$ cat src/hdl/mact_pkg.sv
// ----------------------------------------------------------------------------
// Mutex approval count table package
// Shared sizes, defaults, field widths and codes of the approval count table.
// ----------------------------------------------------------------------------
package mact_pkg;

    localparam int TABLE_DEPTH_DEF = 16;
    localparam int ID_BITS_DEF     = 8;

    localparam int CNT_W = 8;
    localparam int APP_W = 8;
    localparam int ACT_W = 2;
    localparam int EV_W  = 3;

    localparam logic [ACT_W-1:0] ACT_REQ    = 2'd0;
    localparam logic [ACT_W-1:0] ACT_APPR   = 2'd1;
    localparam logic [ACT_W-1:0] ACT_REFUSE = 2'd2;
    localparam logic [ACT_W-1:0] ACT_SPARE  = 2'd3;

    localparam logic [EV_W-1:0] EV_GRANT   = 3'd0;
    localparam logic [EV_W-1:0] EV_QUEUED  = 3'd1;
    localparam logic [EV_W-1:0] EV_DUP     = 3'd2;
    localparam logic [EV_W-1:0] EV_COUNTED = 3'd3;
    localparam logic [EV_W-1:0] EV_NOTWAIT = 3'd4;
    localparam logic [EV_W-1:0] EV_REFUSED = 3'd5;
    localparam logic [EV_W-1:0] EV_FULL    = 3'd6;
    localparam logic [EV_W-1:0] EV_NONE    = 3'd7;

endpackage

$ cat src/hdl/mutex_approval_count_table.sv
// ----------------------------------------------------------------------------
// Mutex approval count table
// Keeps local requesters that wait for a mutual-exclusion grant, counts down
// the approvals each one still needs, and refuses all of them on demand.
// ----------------------------------------------------------------------------
//  Channel  Signals                                             Direction
//  input    i_in_valid, o_in_stall, i_action, i_app_id         in
//  output   o_out_valid, i_out_stall, o_event_res,
//           o_result_app, o_approvals_left, o_last              out
//  config   i_cfg_valid, o_cfg_ready, i_cfg_data               in
//
// A sequencer scans the table slot by slot through the entry store's single
// read port (S_READ, then S_CHECK) and takes no new item until this one is done.
// Refuse-all emits one beat per waiting entry.
// Reset is synchronous and empties the table. A stalled output beat holds
// the scan in place until the beat is taken.
// ----------------------------------------------------------------------------
module mutex_approval_count_table #(
    parameter int TABLE_DEPTH = mact_pkg::TABLE_DEPTH_DEF,
    parameter int ID_BITS     = mact_pkg::ID_BITS_DEF
) (
    input  logic                       i_clk,
    input  logic                       i_rst_n,
    input  logic                       i_in_valid,
    output logic                       o_in_stall,
    input  logic [mact_pkg::ACT_W-1:0] i_action,
    input  logic [mact_pkg::APP_W-1:0] i_app_id,
    output logic                       o_out_valid,
    input  logic                       i_out_stall,
    output logic [mact_pkg::EV_W-1:0]  o_event_res,
    output logic [mact_pkg::APP_W-1:0] o_result_app,
    output logic [mact_pkg::CNT_W-1:0] o_approvals_left,
    output logic                       o_last,
    input  logic                       i_cfg_valid,
    output logic                       o_cfg_ready,
    input  logic [mact_pkg::CNT_W-1:0] i_cfg_data
);

    localparam int IW = $clog2(TABLE_DEPTH);
    localparam logic [mact_pkg::APP_W-1:0] IdMask = mact_pkg::APP_W'((1 << ID_BITS) - 1);

    localparam logic [1:0] S_IDLE  = 2'd0;
    localparam logic [1:0] S_START = 2'd1;
    localparam logic [1:0] S_READ  = 2'd2;
    localparam logic [1:0] S_CHECK = 2'd3;

    logic [1:0]                 r_state, n_state;
    logic [mact_pkg::CNT_W-1:0] r_num_part;
    logic [TABLE_DEPTH-1:0]     r_valid, n_valid;
    logic [mact_pkg::ACT_W-1:0] r_act;
    logic [ID_BITS-1:0]         r_app;
    logic [IW-1:0]              r_idx, n_idx;
    logic [IW-1:0]              r_free, n_free;
    logic                       r_free_ok, n_free_ok;

    logic                       r_out_valid;
    logic [mact_pkg::EV_W-1:0]  r_ev;
    logic [mact_pkg::APP_W-1:0] r_res_app;
    logic [mact_pkg::CNT_W-1:0] r_left;
    logic                       r_last;

    logic                       emit;
    logic [mact_pkg::EV_W-1:0]  e_ev;
    logic [mact_pkg::APP_W-1:0] e_app;
    logic [mact_pkg::CNT_W-1:0] e_left;
    logic                       e_last;

    logic                       we;
    logic [IW-1:0]              waddr;
    logic [mact_pkg::CNT_W-1:0] wcnt;
    logic [ID_BITS-1:0]         rd_app;
    logic [mact_pkg::CNT_W-1:0] rd_cnt;

    logic                       out_free;
    logic                       in_acc;
    logic                       hit;
    logic                       at_end;
    logic                       more_above;
    logic [mact_pkg::CNT_W-1:0] dec_cnt;
    logic [mact_pkg::APP_W-1:0] app_out;

    mact_entry_ram #(
        .TABLE_DEPTH(TABLE_DEPTH),
        .ID_BITS    (ID_BITS)
    ) u_ram (
        .i_clk  (i_clk),
        .i_we   (we),
        .i_waddr(waddr),
        .i_wapp (r_app),
        .i_wcnt (wcnt),
        .i_raddr(r_idx),
        .o_rapp (rd_app),
        .o_rcnt (rd_cnt)
    );

    assign out_free    = !r_out_valid || !i_out_stall;
    assign o_in_stall  = (r_state != S_IDLE);
    assign in_acc      = i_in_valid && (r_state == S_IDLE);
    assign o_cfg_ready = 1'b1;

    assign hit     = r_valid[r_idx] && (rd_app == r_app);
    assign at_end  = (r_idx == IW'(TABLE_DEPTH - 1));
    assign dec_cnt = rd_cnt - mact_pkg::CNT_W'(1);
    assign app_out = mact_pkg::APP_W'(r_app);

    always_comb begin
        more_above = 1'b0;
        for (int j = 0; j < TABLE_DEPTH; j++) begin
            if (r_valid[j] && (j > int'(r_idx))) begin
                more_above = 1'b1;
            end
        end
    end

    always_comb begin
        n_state   = r_state;
        n_valid   = r_valid;
        n_idx     = r_idx;
        n_free    = r_free;
        n_free_ok = r_free_ok;
        emit      = 1'b0;
        e_ev      = mact_pkg::EV_GRANT;
        e_app     = app_out;
        e_left    = '0;
        e_last    = 1'b1;
        we        = 1'b0;
        waddr     = r_idx;
        wcnt      = dec_cnt;

        unique case (r_state)
            S_IDLE: begin
                if (in_acc) begin
                    n_state = S_START;
                end
            end
            S_START: begin
                n_idx     = '0;
                n_free_ok = 1'b0;
                if (r_act == mact_pkg::ACT_REQ) begin
                    if (r_num_part <= mact_pkg::CNT_W'(1)) begin
                        if (out_free) begin
                            emit    = 1'b1;
                            n_state = S_IDLE;
                        end
                    end else begin
                        n_state = S_READ;
                    end
                end else if (r_act == mact_pkg::ACT_APPR) begin
                    n_state = S_READ;
                end else if (r_act == mact_pkg::ACT_REFUSE) begin
                    if (r_valid == '0) begin
                        if (out_free) begin
                            emit    = 1'b1;
                            e_ev    = mact_pkg::EV_NONE;
                            e_app   = '0;
                            n_state = S_IDLE;
                        end
                    end else begin
                        n_state = S_READ;
                    end
                end else begin
                    n_state = S_IDLE;
                end
            end
            S_READ: begin
                n_state = S_CHECK;
            end
            S_CHECK: begin
                if (out_free) begin
                    n_idx   = r_idx + IW'(1);
                    n_state = at_end ? S_IDLE : S_READ;
                    if (r_act == mact_pkg::ACT_REFUSE) begin
                        if (r_valid[r_idx]) begin
                            emit           = 1'b1;
                            e_ev           = mact_pkg::EV_REFUSED;
                            e_app          = mact_pkg::APP_W'(rd_app);
                            e_left         = rd_cnt;
                            e_last         = !more_above;
                            n_valid[r_idx] = 1'b0;
                            if (!more_above) begin
                                n_state = S_IDLE;
                            end
                        end
                    end else if (r_act == mact_pkg::ACT_REQ) begin
                        if (!r_valid[r_idx] && !r_free_ok) begin
                            n_free    = r_idx;
                            n_free_ok = 1'b1;
                        end
                        if (hit) begin
                            emit    = 1'b1;
                            e_ev    = mact_pkg::EV_DUP;
                            e_left  = rd_cnt;
                            n_state = S_IDLE;
                        end else if (at_end) begin
                            emit = 1'b1;
                            if (n_free_ok) begin
                                we             = 1'b1;
                                waddr          = n_free;
                                wcnt           = r_num_part - mact_pkg::CNT_W'(1);
                                n_valid[n_free] = 1'b1;
                                e_ev           = mact_pkg::EV_QUEUED;
                                e_left         = wcnt;
                            end else begin
                                e_ev = mact_pkg::EV_FULL;
                            end
                        end
                    end else begin
                        if (hit) begin
                            emit    = 1'b1;
                            n_state = S_IDLE;
                            if (dec_cnt == '0) begin
                                n_valid[r_idx] = 1'b0;
                                e_ev           = mact_pkg::EV_GRANT;
                            end else begin
                                we     = 1'b1;
                                e_ev   = mact_pkg::EV_COUNTED;
                                e_left = dec_cnt;
                            end
                        end else if (at_end) begin
                            emit = 1'b1;
                            e_ev = mact_pkg::EV_NOTWAIT;
                        end
                    end
                end
            end
            default: begin
                n_state = S_IDLE;
            end
        endcase
    end

    always_ff @(posedge i_clk) begin
        if (!i_rst_n) begin
            r_state     <= S_IDLE;
            r_valid     <= '0;
            r_num_part  <= mact_pkg::CNT_W'(1);
            r_out_valid <= 1'b0;
            r_idx       <= '0;
            r_free      <= '0;
            r_free_ok   <= 1'b0;
        end else begin
            r_state   <= n_state;
            r_valid   <= n_valid;
            r_idx     <= n_idx;
            r_free    <= n_free;
            r_free_ok <= n_free_ok;
            if (i_cfg_valid) begin
                r_num_part <= i_cfg_data;
            end
            if (emit) begin
                r_out_valid <= 1'b1;
            end else if (!i_out_stall) begin
                r_out_valid <= 1'b0;
            end
        end
    end

    always_ff @(posedge i_clk) begin
        if (in_acc) begin
            r_act <= i_action;
            r_app <= ID_BITS'(i_app_id & IdMask);
        end
        if (emit) begin
            r_ev      <= e_ev;
            r_res_app <= e_app;
            r_left    <= e_left;
            r_last    <= e_last;
        end
    end

    assign o_out_valid      = r_out_valid;
    assign o_event_res      = r_ev;
    assign o_result_app     = r_res_app;
    assign o_approvals_left = r_left;
    assign o_last           = r_last;

endmodule

$ cat src/hdl/mact_entry_ram.sv
// ----------------------------------------------------------------------------
// Entry store of the approval count table
// One write port and one registered read port holding the id and the
// remaining approval count of every table slot.
// ----------------------------------------------------------------------------
module mact_entry_ram #(
    parameter int TABLE_DEPTH = mact_pkg::TABLE_DEPTH_DEF,
    parameter int ID_BITS     = mact_pkg::ID_BITS_DEF,
    localparam int IW         = $clog2(TABLE_DEPTH)
) (
    input  logic                       i_clk,
    input  logic                       i_we,
    input  logic [IW-1:0]              i_waddr,
    input  logic [ID_BITS-1:0]         i_wapp,
    input  logic [mact_pkg::CNT_W-1:0] i_wcnt,
    input  logic [IW-1:0]              i_raddr,
    output logic [ID_BITS-1:0]         o_rapp,
    output logic [mact_pkg::CNT_W-1:0] o_rcnt
);

    logic [ID_BITS-1:0]         r_app_mem [TABLE_DEPTH];
    logic [mact_pkg::CNT_W-1:0] r_cnt_mem [TABLE_DEPTH];

    always_ff @(posedge i_clk) begin
        if (i_we) begin
            r_app_mem[i_waddr] <= i_wapp;
            r_cnt_mem[i_waddr] <= i_wcnt;
        end
        o_rapp <= r_app_mem[i_raddr];
        o_rcnt <= r_cnt_mem[i_raddr];
    end

endmodule
$ cat config.mk
export PLATFORM = sky130hd
export DESIGN_NAME = mutex_approval_count_table
export DESIGN_NICKNAME = d
export VERILOG_FILES = /design/src/hdl/mact_pkg.sv /design/src/hdl/mutex_approval_count_table.sv /design/src/hdl/mact_entry_ram.sv
export SDC_FILE = /design/constraint.sdc
export NUM_CORES = 1
export LEC_CHECK = 0
export ABC_AREA = 1
export BUFFER_PORTS_ARGS = -buffer_cell sky130_fd_sc_hd__buf_2
export CAP_MARGIN = 20
export CORE_AREA = 2 2 208 210
export DETAILED_ROUTE_END_ITERATION = 10
export DIE_AREA = 0 0 210 212
export PLACE_DENSITY = 0.58
export RECOVER_POWER = 25
export SLEW_MARGIN = 5
export SYNTH_ARGS = -nofsm -noshare
export SYNTH_HDL_FRONTEND = slang
export SYNTH_SLANG_ARGS = --single-unit
$ cat constraint.sdc
create_clock -name i_clk -period 5.6 [get_ports i_clk]
set_clock_uncertainty 0.15 [all_clocks]
set_input_delay 0.56 -clock i_clk [delete_from_list [all_inputs] [get_ports i_clk]]
set_output_delay 0.56 -clock i_clk [all_outputs]
set_load 0.005 [all_outputs]
After elaboration in Yosys (flattened, before gate mapping)

Memory sizes are Yosys's and may differ from the RTL's. A register that Yosys moved wholly into a read port is not among the register bits.
Index checks and enable logic that the tools add are counted.

Add/sub/neg operators: 3
Magnitude comparators: 20
Equal/unequal tests: 14
Multiplexer cells: 131
Bitwise logic cells: 4
Reductions and logical operators: 43

Operator list:

| cell                  | number |
|---|---|
| $mux W8               | 23 |
| $mux W16              | 8 |
| $mux W4               | 13 |
| $mux W1               | 50 |
| $mux W3               | 14 |
| $gt A4 B4 Y1 const A  | 8 |
| $mux W2               | 14 |
| $logic_and A1 B1 Y1   | 20 |
| $and A16 B16 Y16      | 1 |
| $gt A3 B4 Y1 const A  | 4 |
| $logic_not A16 Y1     | 1 |
| $not A16 Y16          | 1 |
| $or A16 B16 Y16       | 1 |
| $pmux W8 S2           | 1 |
| $sub A8 B1 Y8 const B | 2 |
| $reduce_and A4 Y1     | 3 |
| $reduce_bool A3 Y1    | 4 |
| $lt A4 B5 Y1 const B  | 2 |
| $demux W1 S4          | 2 |
| $eq A8 B8 Y1          | 1 |
| $ge A4 B1 Y1 const B  | 2 |
| $gt A2 B4 Y1 const A  | 2 |
| $le A8 B1 Y1 const B  | 1 |
| $logic_not A8 Y1      | 1 |
| 20 further kinds      | 36 |

Register bits: 66
Memory bits (writable): 256
Bits of input ports: 23
Output and inout bits: 23
Word-level logic and storage cells: 230
Memories kept: 2

Memories:

| memory          | words | bits a word | rd ports | clocked after memory_dff | wr ports | line                 | source |
|---|---|---|---|---|---|---|---|
| u_ram.r_app_mem | 16    | 8           | 1        | 1                        | 1        | mact_entry_ram.sv:21 | `logic [ID_BITS-1:0] r_app_mem [TABLE_DEPTH];` |
| u_ram.r_cnt_mem | 16    | 8           | 1        | 1                        | 1        | mact_entry_ram.sv:22 | `logic [mact_pkg::CNT_W-1:0] r_cnt_mem [TABLE_DEPTH];` |

Logic depth before layout (Yosys ltp)

Gate-level depths: netlist of the first run.

Word-level depth: 22
Gate-level depth with buffers: 17
Mapped depth without buffers: 16

By module

A second synthesis of the first run with hierarchy kept.

Cells, all modules: 1693
Area, all modules: 15920.3 um2

By module, submodules not included:

| module                     | times used | cells each | area an instance (um2) | seq. area each (um2) |
|---|---|---|---|---|
| mact_entry_ram             | 1          | 1075       | 11374.7                | 8007.7 |
| mutex_approval_count_table | 1          | 618        | 4545.6                 | 1621.6 |

Worst setup path before layout of the first run

Ideal clock, no wire load.

Path kind: input-to-reg
Start: input i_out_stall
End: memory u_ram.r_app_mem[0][0] (netlist bit), enable pin
Library setup time: 0.388 ns
Arrival: 2.562 ns
Required time: 5.062 ns
Slack: 2.500 ns
Cell stages on the path: 11
Path buffers: 0
Cell sequence: nand2_1 -> inv_1 -> nor2_4 -> nand2_1 -> nor3_1 -> nand3_2 -> o21ai_1 -> inv_2 -> nor2_1 -> nand2_1 -> nor2_1

Word-level cells in the longest chain between the ends: 6
Elaborated cells on any way between the ends: 8
Classes of those cells: 6 x mux; 2 x reduce/logical

RTL lines:

| element                       | line                              | source |
|---|---|---|
| start: declaration            | mutex_approval_count_table.sv:29  | `input logic i_out_stall,` |
| $logic_not A1 Y1 *            | -                                 |  |
| $logic_or A1 B1 Y1 *          | mutex_approval_count_table.sv:96  | `assign out_free = !r_out_valid \|\| !i_out_stall;` |
| $mux W1                       | mutex_approval_count_table.sv:169 | `if (out_free) begin` |
| $mux W1                       | mutex_approval_count_table.sv:130 | `unique case (r_state)` |
| $mux W1                       | mact_entry_ram.sv:25              | `if (i_we) begin` |
| $mux W1 (not written as such) | mact_entry_ram.sv:26              | `r_app_mem[i_waddr] <= i_wapp;` |
| end: declaration              | mact_entry_ram.sv:21              |  |

Mark *: on every way between the ends. The rest lies on a longest branch, timed or not.

==> results of run 1 <==
## area by class of cell
type | instances | area, µm²
clock buffer | 47 | 973
clock inverter | 16 | 111
fill | 4096 | 26000
inverter | 105 | 397
multi-input combinational | 872 | 4420
sequential | 338 | 9630
tap | 546 | 683
timing repair buffer | 59 | 317
## worst reg2reg max path: cells and delay by family (launching register included)
family	cells	cell delay [ns]
buffers and inverters	3	2.57
AND/OR/NAND/NOR	1	0.16
flip-flops	1	0.50
AO/OA/AOI/OAI	3	0.80
multiplexers	1	0.17
## cells by family after synthesis
kind of cell / count (synthesis) / share of synthesized area (%)
flops: 338 / 65.6
buf+inv: 170 / 4.63
other cells: 1 / 0.0255
fa+ha+maj: 8 / 0.682
compound gates: 307 / 12.0
simple gates: 524 / 15.0
mux: 17 / 1.16
xor+xnor: 15 / 0.894
## registers in the layout, summed over array words and instances, names as in the netlist, 2 cells and up
register	flops
o_event_res	3
r_valid	16
u_ram.r_app_mem	128
u_ram.o_rcnt	8
r_num_part	8
r_state	2
u_ram.o_rapp	8
o_result_app	8
u_ram.r_cnt_mem	128
r_act	2
r_free	4
app_out	8
o_approvals_left	8
r_idx	4
## cells in the final DEF (no fill, tap or decap), types with 23 or more instances in the layout
| cell type | n |
|---|---|
| sky130_fd_sc_hd__clkbuf_16 | 37 |
| sky130_fd_sc_hd__nor2_1 | 190 |
| sky130_fd_sc_hd__a21oi_1 | 54 |
| sky130_fd_sc_hd__nand3_1 | 37 |
| sky130_fd_sc_hd__nand4_1 | 23 |
| sky130_fd_sc_hd__o221ai_1 | 32 |
| sky130_fd_sc_hd__o21ai_0 | 159 |
| sky130_fd_sc_hd__dfxtp_1 | 51 |
| sky130_fd_sc_hd__o22ai_1 | 38 |
| sky130_fd_sc_hd__edfxtp_1 | 286 |
| sky130_fd_sc_hd__inv_1 | 92 |
| sky130_fd_sc_hd__nand2_1 | 227 |
| sky130_fd_sc_hd__buf_2 | 40 |
| sky130_fd_sc_hd__nor2_2 | 23 |
## Yosys cell counts, drive strengths merged (17+ instances only)
library cell and count:
a21oi 54, clkbuf 49, dfxtp 52, edfxtp 286, inv 100, mux2i 17, nand2 236, nand3 38
nand4 23, nor2 218, o21ai 162, o221ai 32, o22ai 38
## through the flow
stage	power (mW)	cell area, µm²	utilization (%)	hold slack [ns]
5_1_grt	5.46	16500	38.9	0.0315
4_1_cts	5.33	16500	38.9	0.0298
6_report	5.29	16500	38.9	0.0452
3_3_place_gp	3.12	15500	36.4	0.344
3_5_place_dp	3.12	15500	36.4	0.346
2_1_floorplan	3.01	14700	-	0.309
## worst min path at each step
| stage | from | end | slack, ns | depth (start not counted) |
|---|---|---|---|---|
| 2_1_floorplan | r_valid[4] | r_valid[4] | 0.31 | 2 |
| 3_3_place_gp | r_valid[4] | r_valid[4] | 0.34 | 2 |
| 3_5_place_dp | r_valid[10] | r_valid[10] | 0.35 | 2 |
| 4_1_cts | i_app_id[0] | app_out[0] | 0.03 | 1 |
| 5_1_grt | i_app_id[2] | app_out[2] | 0.03 | 1 |
| 6_report | i_app_id[6] | app_out[6] | 0.05 | 1 |
## per-layer routing
layer / up-vias / track usage [%]
met2: 394 / 29.1
met5: - / 0
met1: 5237 / 26.3
met3: 53 / 2.69
met4: 0 / 4.65
li1: 4922 / -
## report_power, final
part	switching (mW)	total (mW)	internal, mW	leakage, nW
Sequential	0.0479	2.81	2.77	3.02
Clock	0.988	2.22	1.23	0.521
Combinational	0.187	0.258	0.0706	2.46
==> results.json, run 1 <==
{
  "setup.reg_to_reg.worst_slack_ns": 1.18,
  "number_of_global_route_vias_before_repair": 10300,
  "synth.top_cells.by_area": "sky130_fd_sc_hd__edfxtp_1 58%, sky130_fd_sc_hd__dfxtp_1 7.1%, sky130_fd_sc_hd__nand2_1 5.8%",
  "crit-reg2reg-launch": "r_idx[0]",
  "drcViolationCount": 0,
  "worstSetupPathDepth": 8,
  "fmax_ghz": 0.226,
  "gp_congestion": 0.948,
  "top_routing_layer_in_use": "met4",
  "timing.reg2reg.worst_path_depth": 8,
  "final_critical_path_setup_slack_ns": 1.18,
  "routed-via-count": 10600,
  "post_synth.cell_area_avg_um2": 10.6,
  "final_net_count": 1443,
  "io-pin-count": 46,
  "final.min_clock_period_ns": 4.42,
  "dieHeight_um": 212,
  "cts_inserted_buffers": 36,
  "setup_tns_ns": 0,
  "number_of_setup_violations_in_the_final_report": 0,
  "detailedRoute.firstIterationViolations": 1058,
  "synthCells": 1380,
  "slew_headroom_pct": -51.3,
  "synth_top_area_share_pct": 58.5,
  "crit_path_cell_trace": "clkbuf_1 -> buf_4 -> o21ai_0 -> o22ai_1 -> nand2_1 -> o221ai_1 -> mux2i_1 -> inv_1",
  "tightestPinTransition_ns": 2.27,
  "post-dp-hpwl_um": 26000,
  "layout-drive-gt1-share_pct": 10.2,
  "grt_first_pass_wirelength_um": 62100,
  "drt-vias-per-instance": 5.35,
  "clk_latency_ns": 0.54,
  "grt.total_usage_pct": 18.3,
  "critical_path_required_ns": 5.92,
  "antenna_violations_before_repair": 1,
  "worstSetupStartpoint": "r_idx[0]",
  "timing.critical_path.fanout_max": 73,
  "async_reset_ff_share_pct": 0,
  "die_area_um2": 44500,
  "post_cts_hold_buffer_count": 0,
  "buffer_ports.inserted": 44,
  "cp_top_family": "buffers and inverters",
  "clock_tree_from_tritoncts": "yes",
  "postCtsResizedCells": 0,
  "dominantRegCellSynth": "sky130_fd_sc_hd__edfxtp_1",
  "hold_viol_final": 0,
  "layoutNonFillerInstCount": 1983,
  "worst_hold_path_type": "input pin to register",
  "synth_warnings": 0,
  "synthDominantAreaCellType": "sky130_fd_sc_hd__edfxtp_1",
  "clock_path_buffers": 3,
  "num_antenna_cells": 0,
  "place_worst_setup_slack_ns": 1.30,
  "postSynthNetCount": 1411,
  "routed_wirelength_um": 40600,
  "vdd_ir_drop_max_uv": 261,
  "grt_max_degree": 81,
  "timing_worst_setup_path_type": "register to register",
  "critPathCaptureType": "register",
  "core-area_um2": 42500,
  "critPathLaunchType": "register",
  "floorplan.rows": 76,
  "aggregate_global_routing_overflow": 0,
  "power.static_leakage_nw": 6.00,
  "status": "complete, but fails checks",
  "slew_violations": 53,
  "rsz_0062_raised_after_global_routing": "false",
  "detailedRoute.firstPassIterationCount": 7,
  "worstReg2RegEnd": "u_ram.o_rcnt[4]",
  "worst-endpoint-arrival_ns": 4.74,
  "power_per_cell_area_nw_per_um2": 320,
  "dpl.cell_count": 1919,
  "violations": "capacitance limit, slew limit",
  "max_cap_viol_count": 1,
  "m1WireLength_um": 18500,
  "clock-root-buffer": "sky130_fd_sc_hd__clkbuf_16",
  "die_x_um": 210,
  "numClockSinks": 338,
  "route.detailed.wl_per_inst_um": 20.5,
  "crit_path_top_delay_cell": "sky130_fd_sc_hd__clkbuf_1",
  "post_synth_instance_area_um2": 14700,
  "met3_wirelength_um": 2650,
  "crit_path_end": "u_ram.o_rcnt[4]",
  "clk_pin_slew_ns": 0.06,
  "ys_ff_latch": 338,
  "critical-path-max-stage-delay_ns": 1.64,
  "detail-route-antenna-nets": 0,
  "h_tree_depth": 2,
  "worstPathBufferInverterCount": 3,
  "start_util_pct": 34.6,
  "areaGrowthSynthToFinish_pct": 12.6,
  "met2RoutedLength_um": 18800,
  "post_synth_num_cell_types": 42,
  "postCtsSetupRepairBufs": 0,
  "synth_enable_flop_cells": 286,
  "seq_area_frac_synth_pct": 65.6,
  "layout_worst_path_cycle_share_pct": 78.9
}
Power figures use the tool's default switching activity.
==> inputs of run 2 (changes only) <==
Clock period 5.6 ns to 4.39 ns, I/O delays scaled along.
==> results.json, run 2 (synthesized netlist as in run 1, its figures left out) <==
{
  "status": "finished clean",
  "h_tree_depth": 2,
  "slew_headroom_pct": 16.1,
  "power_per_cell_area_nw_per_um2": 417,
  "start_util_pct": 34.6,
  "power.static_leakage_nw": 6.27,
  "crit_path_cell_trace": "nand2_1 -> nor2_1 -> nand2_1 -> nor3_1 -> nand3_2 -> o21ai_1 -> inv_2 -> nor2_1 -> nand2_1 -> nor2_2 -> buf_4",
  "vdd_ir_drop_max_uv": 341,
  "routed-via-count": 10600,
  "aggregate_global_routing_overflow": 0,
  "setup_tns_ns": 0,
  "grt.total_usage_pct": 18.4,
  "overall_power_mw": 7.10,
  "critical_path_required_ns": 4.48,
  "timing_worst_setup_path_type": "register to register",
  "final_critical_path_setup_slack_ns": 0.593,
  "clock-root-buffer": "sky130_fd_sc_hd__clkbuf_16",
  "detailedRoute.firstIterationViolations": 1006,
  "gp_congestion": 0.927,
  "hold_viol_final": 0,
  "most_common_cell_after_layout_fill_and_taps_aside": "sky130_fd_sc_hd__edfxtp_1",
  "layout_worst_path_cycle_share_pct": 86.5,
  "filler_cell_count": 4036,
  "die_area_um2": 44500,
  "num_antenna_cells": 0,
  "crit_path_frequent_cell": "sky130_fd_sc_hd__nand2_1",
  "clock_path_buffers": 3,
  "timing.critical_path.fanout_max": 10,
  "fin_hold_ws_ns": 0.0301,
  "slew_violations": 0,
  "crit_path_top_delay_cell": "sky130_fd_sc_hd__nor2_1",
  "route.detailed.wl_per_inst_um": 20.0,
  "drcViolationCount": 0,
  "areaGrowthSynthToFinish_pct": 15.9,
  "floorplan.rows": 76,
  "detailedRoute.firstPassIterationCount": 5,
  "clock_tree_from_tritoncts": "yes",
  "critical-path-max-stage-delay_ns": 0.68,
  "io-pin-count": 46,
  "die_x_um": 210,
  "number_of_setup_violations_in_the_final_report": 0,
  "routed_wirelength_um": 40600,
  "commonest_non_fill_non_tap_cells_in_the_layout": "286 x sky130_fd_sc_hd__edfxtp_1, 227 x sky130_fd_sc_hd__nand2_1, 191 x sky130_fd_sc_hd__nor2_1",
  "cts_inserted_buffers": 36,
  "grt_first_pass_wirelength_um": 62600,
  "tightestPinTransition_ns": 1.26,
  "worst_hold_path_type": "input pin to register",
  "post-dp-hpwl_um": 26300,
  "clk_pin_slew_ns": 0.06,
  "grt_max_degree": 76,
  "dpl.cell_count": 1944,
  "dieHeight_um": 212,
  "drt-vias-per-instance": 5.26,
  "seqCellArea_um2": 9630,
  "antenna_violations_before_repair": 0,
  "numClockSinks": 338,
  "critPathCaptureType": "register",
  "reg_top3": "u_ram.r_app_mem: 128 flops, u_ram.r_cnt_mem: 128 flops, r_valid: 16 flops",
  "rsz_0062_raised_after_global_routing": "false",
  "final.min_clock_period_ns": 3.80,
  "buffer_ports.inserted": 44,
  "combined_area_of_the_multi_input_logic_cells_um2": 4410,
  "postCtsResizedCells": 0,
  "place_worst_setup_slack_ns": 0.763,
  "number_of_global_route_vias_before_repair": 10400,
  "critPathLaunchType": "register",
  "fmax_ghz": 0.263,
  "final_net_count": 1483,
  "detail-route-antenna-nets": 0,
  "max_cap_viol_count": 0,
  "layout-drive-gt1-share_pct": 11.9,
  "core-area_um2": 42500,
  "worst-endpoint-arrival_ns": 3.89,
  "clk_latency_ns": 0.55,
  "layoutNonFillerInstCount": 2026
}
[run 2: cell types whose count changed in the layout (fill, tap and decap cells not counted), sizes merged]
cell | previous run | this run
buf | 52 | 71
clkbuf | 54 | 56
dlygate4sd3 | 0 | 16
bufinv | 0 | 4
inv | 100 | 101
clkinv | 19 | 20
[run 2: path summary, 6_finish.rpt]
check,startpoint,endpoint,slack (ns),cells past startpoint
setup / recovery,r_state[1],u_ram.r_cnt_mem[12][6],0.59,11
hold / removal,i_cfg_valid,r_num_part[0],0.03,2
setup reg to reg,r_state[1],u_ram.r_cnt_mem[12][6],0.59,11
hold reg to reg,r_valid[13],r_valid[13],0.36,2
[run 2: per-layer routing]
layer  vias to the layer above  share of wire (%)  global-route usage [%]
li1                       5007                  -                       -
met1                      5224                 45                    25.6
met2                       344                 47                    29.5
met3                        73                5.7                    2.95
met4                         0                2.6                    6.26
met5                         -                  0                       0
[run 2: repair_timing]
item	4_1_cts	5_1_grt
hold buffers	16	0
buffers inserted	0	0
setup endpoints to repair	0	0
endpoints found under the hold margin	16	0
[run 2: worst max-delay path: cells and delay by family (launching register included)]
family	cells	cell delay, ns
AND/OR/NAND/NOR	8	2.30
flip-flops	1	0.43
AO/OA/AOI/OAI	1	0.25
buffers and inverters	2	0.35
[run 2: area by class of cell]
class / instances / area share, %
multi-input combinational: 872 / 25.9
tap: 546 / 4.01
timing repair buffer: 99 / 3.79
clock buffer: 44 / 5.83
sequential: 338 / 56.6
inverter: 105 / 2.33
clock inverter: 22 / 1.54
[run 2: per-stage QoR]
stage	cell area, µm²	utilization, %
floorplan	14700	-
global placement	15600	36.8
detailed placement	15600	36.8
CTS	17100	40.1
global route	17000	40.1
finish	17000	40.1
[run 2: report_power, final]
part | switching, mW | leakage [nW] | internal [mW]
logic | 0.248 | 2.64 | 0.102
registers | 0.0467 | 3.02 | 3.53
clock network | 1.31 | 0.611 | 1.87
total | 1.60 | 6.27 | 5.50
